<file path="src/rtl/cksk_pkg.sv">
package cksk_pkg;

   localparam int unsigned KEY_COUNT = 26;
   localparam int unsigned KEY_W     = 5;

   localparam logic [7:0] CH_UP_A  = 8'h41;
   localparam logic [7:0] CH_UP_Z  = 8'h5A;
   localparam logic [7:0] CH_LO_A  = 8'h61;
   localparam logic [7:0] CH_LO_Z  = 8'h7A;
   localparam logic [7:0] CASE_GAP = 8'd32;
   localparam logic [7:0] WRAP_SUB = 8'd26;

   // crib words, first character in the high byte
   localparam logic [39:0] CRIB_THE = 40'h20_54_48_45_20;
   localparam logic [39:0] CRIB_AND = 40'h20_41_4E_44_20;
   localparam logic [31:0] CRIB_BE  = 32'h20_42_45_20;
   localparam logic [31:0] CRIB_TO  = 32'h20_54_4F_20;
   localparam logic [31:0] CRIB_OF  = 32'h20_4F_46_20;

   typedef enum logic [0:0] {
      FUNC_LOAD = 1'b0,
      FUNC_READ = 1'b1
   } func_type;

   typedef struct packed {
      logic       func;
      logic [7:0] char_in;
      logic       last_char;
      logic [9:0] read_index;
   } req_word_type;

   typedef struct packed {
      logic             found;
      logic [KEY_W-1:0] best_key;
      logic [7:0]       decoded_char;
      logic [10:0]      msg_length;
      logic             overflow;
   } rsp_word_type;

   typedef enum logic [4:0] {
      ST_IDLE   = 5'b00001,
      ST_EXEC   = 5'b00010,
      ST_RDWAIT = 5'b00100,
      ST_CHOOSE = 5'b01000,
      ST_RESP   = 5'b10000
   } state_type;

   typedef struct packed {
      logic capture;
      logic load_exec;
      logic read_exec;
      logic read_latch;
      logic choose;
   } cmd_type;

   typedef struct packed {
      logic is_read;
      logic is_last;
   } status_type;

   function automatic logic [7:0] rot_decode(input logic [7:0] ch, input logic [KEY_W-1:0] key);
      logic [7:0] sum;
      sum = ch + {3'b000, key};
      if (ch >= CH_UP_A && ch <= CH_UP_Z) begin
         if (sum > CH_UP_Z) begin
            return sum - WRAP_SUB;
         end
         return sum;
      end
      return ch;
   endfunction

   function automatic logic [7:0] fold_case(input logic [7:0] ch);
      if (ch >= CH_LO_A && ch <= CH_LO_Z) begin
         return ch - CASE_GAP;
      end
      return ch;
   endfunction

   // raw holds five characters, oldest in the high byte
   function automatic logic lane_hit(input logic [39:0] raw, input logic [KEY_W-1:0] key);
      logic [39:0] dec;
      for (int i = 0; i < 5; i++) begin
         dec[i*8 +: 8] = rot_decode(raw[i*8 +: 8], key);
      end
      return (dec == CRIB_THE) || (dec == CRIB_AND) || (dec[31:0] == CRIB_BE)
          || (dec[31:0] == CRIB_TO) || (dec[31:0] == CRIB_OF);
   endfunction

endpackage

</file>
<file path="src/rtl/cksk_ctrl.sv">
module cksk_ctrl import cksk_pkg::*; (
   input  logic       clock,
   input  logic       reset,
   input  logic       req_valid,
   output logic       req_ready,
   output logic       rsp_valid,
   input  logic       rsp_ready,
   input  status_type status,
   output cmd_type    cmd
);

   state_type state_ff, state_in;

   always_comb begin
      state_in = state_ff;
      cmd      = '0;
      unique case (state_ff)
         ST_IDLE: begin
            if (req_valid) begin
               cmd.capture = 1'b1;
               state_in    = ST_EXEC;
            end
         end
         ST_EXEC: begin
            if (status.is_read) begin
               cmd.read_exec = 1'b1;
               state_in      = ST_RDWAIT;
            end else begin
               cmd.load_exec = 1'b1;
               state_in      = status.is_last ? ST_CHOOSE : ST_IDLE;
            end
         end
         ST_RDWAIT: begin
            cmd.read_latch = 1'b1;
            state_in       = ST_RESP;
         end
         ST_CHOOSE: begin
            cmd.choose = 1'b1;
            state_in   = ST_RESP;
         end
         ST_RESP: begin
            if (rsp_ready) begin
               state_in = ST_IDLE;
            end
         end
         default: begin
            state_in = ST_IDLE;
         end
      endcase
   end

   always_ff @(posedge clock) begin
      if (reset) begin
         state_ff <= ST_IDLE;
      end else begin
         state_ff <= state_in;
      end
   end

   assign req_ready = (state_ff == ST_IDLE);
   assign rsp_valid = (state_ff == ST_RESP);

endmodule

</file>
<file path="config.mk">
export PLATFORM = sky130hd
export DESIGN_NAME = cksk_ctrl
export DESIGN_NICKNAME = d
export VERILOG_FILES = /design/src/rtl/cksk_pkg.sv /design/src/rtl/cksk_ctrl.sv
export SDC_FILE = /design/constraint.sdc
export NUM_CORES = 1
export LEC_CHECK = 0
export BUFFER_PORTS_ARGS = -buffer_cell sky130_fd_sc_hd__buf_2
export CAP_MARGIN = 5
export CORE_AREA = 2 2 39 41
export CTS_CLUSTER_DIAMETER = 150
export DETAILED_ROUTE_END_ITERATION = 6
export DIE_AREA = 0 0 41 43
export GPL_TIMING_DRIVEN = 1
export SLEW_MARGIN = 5
export SYNTH_ARGS = -nofsm -noshare
export SYNTH_HDL_FRONTEND = slang
export SYNTH_SLANG_ARGS = --single-unit
</file>
<file path="constraint.sdc">
create_clock -name clock -period 3.3 [get_ports clock]
set_input_delay 0.33 -clock clock [delete_from_list [all_inputs] [get_ports clock]]
set_output_delay 0.33 -clock clock [all_outputs]
set_load 0.05 [all_outputs]
</file>
==> summary.md <==
| Metric | Value |
|---|---|
| Status | `completed` |
| Worst setup endpoint | `cmd[3]` |
| Crit start category | `flip-flop` |
| Critical Path RT | `~3000 ps` |
| Reg area | `100 um^2` |
| CTS tree | `yes` |
| First-pass GRT wire length | `between 1 and 1.5 mm` |
| Cell taking the most area after synthesis | `dfxtp_1` |
| Syn nets | `44` |
| Register area share after synthesis | `between 20% and 30%` |
| H-tree Lvls | `1` |
| Mapped Avg Cell Area | `about 9 um^2` |
| Leak | `roughly 0.22 nW` |
| Total track usage | `10.6%` |
| CP endpoint kind | `output port` |
| Fmax | `between 500 and 600 MHz` |
| Pwr/cell area | `about 450 nW/um^2` |
| Detailed Route WL | `702 um` |
| Initial antenna violation count | `0` |
| Core area | `1380 um^2` |
| Cts hold-fix bufs | `0` |
| Die ar. | `around 1800 um^2` |
| CTS clk-pin slew, worst paths | `approximately 40 ps` |
| Fill cells | `156` |
| 1st-pass router iterations | `2` |
| Number of gates resized after cts | `0` |
| N_diodes | `0` |
| CP max FO | `8` |
| Main area contributors after synthesis | `dfxtp_1 (29%), mux2i_1 (5.9%), and3b_1 (5.1%)` |
| Reg2reg start | `state_ff[1]` |
| Yosys reg bits | `5` |
| Worst skew pair latency | `240 ps` |
| Vias in the first global route | `283` |
| Via count | `about 320` |
| Max Slew Vio Count | `0` |
| CTS max path bufs | `2` |
| Worst hold path startpoint | `reset` |
| Most frequent cells in the layout | `buf_2 (12), dfxtp_1 (5), clkbuf_4 (3)` |
| Area after DPL | `roughly 410 um^2` |
| DR WL/cell | `10.2 um` |
| Sum Neg Setup Slack | `0 ps` |
| Post-Synthesis Cell Area | `about 340 um^2` |
| Die height | `around 43 um` |
| Tmin final | `about 1800 ps` |
| Final nets | `60` |
| Share of layout cells above drive strength 1 | `around 40%` |
| Critical Path Slowest Stage Cell | `dfxtp_1` |
| CP startpoint | `state_ff[1]` |
| Synth-to-layout area growth | `27.9%` |
| FP Rows | `14` |
| Post-CTS Repair Setup Buffers | `0` |
| Largest net degree at the start of global routing | `9` |
| MaxCap Viol Count | `0` |
| Netlist cell types | `27` |
| DP HPWL | `563 um` |
| Clk root buf | `clkbuf_4` |
| Commonest non-fill, non-tap cell in the layout | `buf_2` |
| FF-to-FF setup slack | `between 2000 and 2500 ps` |
| Area fraction of the dominant cell type after synthesis | `between 20% and 30%` |
| Cts bufs inserted | `3` |
| Worst clock skew | `between 2 and 3 ps` |
| Setup violators final | `0` |
| GPL Wtd Cong | `around 0.72` |
| Cells after Synth | `38` |
| Worst R2R Path Depth | `4` |
| Worst slew margin | `between 70% and 80%` |
| I/O pins | `13` |
| Worst-path cell chain | `nor2b_1 > and3b_1 > buf_2` |
| Max reg flops | `5` |
| Port Buf Inserts | `12` |
| Via density | `~4.7` |
| R2R Path End | `state_ff[0]` |
| Worst Tran Pin Value | `approximately 330 ps` |
| Kind of critical path | `flip-flop to output port` |
| Final hold vios | `0` |
| Fin crit share | `roughly 54%` |
| Worst EP arrival | `~1500 ps` |
| Gr ovfl total | `0` |
| Path type of the worst min-delay path | `primary input to flip-flop` |
| Initial Utilization | `around 25%` |
| Die X | `around 41 um` |
| IR drop worst, VDD | `0.000240 V` |
| CTS sink count | `5` |
| DRC viols | `0` |
| Cell area after layout | `435 um^2` |
| Multi-input logic area | `approximately 220 um^2` |
| Yosys warnings | `0` |
| Detailed Route Iter0 Violations | `1` |
| Regs by FF count | `state_ff (5)` |
| Max incr delay on CP | `500 ps` |
| RSZ-0062 raised after global routing | `no` |
| Biggest register | `state_ff` |
| Routed Antenna Nets | `0` |
-- cells by family after synthesis --
| family | count (synthesis) | share of synthesized area, % |
|---|---|---|
| simple gates | 22 | 47.1 |
| compound gates | 5 | 9.56 |
| flops | 5 | 29.4 |
| buf+inv | 3 | 5.51 |
| mux | 2 | 5.88 |
| xor+xnor | 1 | 2.57 |
-- worst min path at each step --
| stage | end | slack, ps | depth (start not counted) |
|---|---|---|---|
| after floorplan | state_ff[4] | 410 | 1 |
| after global placement | state_ff[4] | 550 | 2 |
| after detailed placement | state_ff[4] | 550 | 2 |
| after CTS | state_ff[4] | 300 | 2 |
| after global routing | state_ff[4] | 320 | 2 |
| final | state_ff[4] | 300 | 2 |
-- metrics by stage --
step | std cells | utilization (%) | total power, mW | hold slack, ps | setup WS, ps
finish | 69 | 31.5 | 0.195 | 300 | 1520
global route | 69 | 31.5 | 0.207 | 318 | 1380
CTS | 69 | 31.5 | 0.198 | 297 | 1490
detailed placement | 65 | 29.6 | 0.124 | 552 | 1760
global placement | 65 | 29.6 | 0.124 | 550 | 1770
floorplan | 38 | - | 0.115 | 407 | 1000
-- cell usage after synthesis --
| library cell | count |
|---|---|
| and2_1 | 1 |
| and2b_1 | 1 |
| inv_2 | 1 |
| and3_2 | 1 |
| dfxtp_1 | 5 |
| and2_4 | 1 |
| and3_1 | 1 |
| inv_1 | 1 |
| nor2b_1 | 1 |
| nor2_4 | 1 |
| nor3b_1 | 1 |
| nand2b_1 | 1 |
| nand2b_2 | 1 |
| and4bb_4 | 1 |
| mux2i_1 | 2 |
| nor3_1 | 2 |
| o22ai_1 | 1 |
| and4bb_1 | 1 |
| nor4_1 | 2 |
| nand2_1 | 2 |
| xor2_1 | 1 |
| and3b_1 | 2 |
| nor2_1 | 2 |
| a211o_1 | 1 |
| o211ai_1 | 1 |
| a21oi_1 | 2 |
| buf_6 | 1 |
-- worst max-delay path: cells and delay by family (launching register included) --
family	cells	cell delay (ps)
buf+inv	1	270
flops	1	500
simple gates	2	430
-- final cells by class --
class	instances	area share, %
repair buffers	12	13.8
well taps	16	4.60
flip-flops and latches	5	23.0
inverters	2	1.72
multi-input cells	30	50.9
clock buffers	4	6.03
-- metal layers --
metal	wire length [um]	share of wire, %	up-vias	track usage, %
li1	-	-	167	-
met1	313	45	141	13.2
met2	315	45	10	13.8
met3	27	3.8	4	0
met4	46	6.6	0	14.0
met5	0	0	-	0
-- report_power, final --
| group | internal [mW] | total, mW | leakage [nW] | switching, mW |
|---|---|---|---|---|
| Clock | 0.0458 | 0.0720 | 0.0150 | 0.0262 |
| Combinational | 0.0212 | 0.0518 | 0.161 | 0.0306 |
| Sequential | 0.0639 | 0.0707 | 0.0408 | 0.00679 |
No activity file was read; power rests on OpenSTA's default activity.
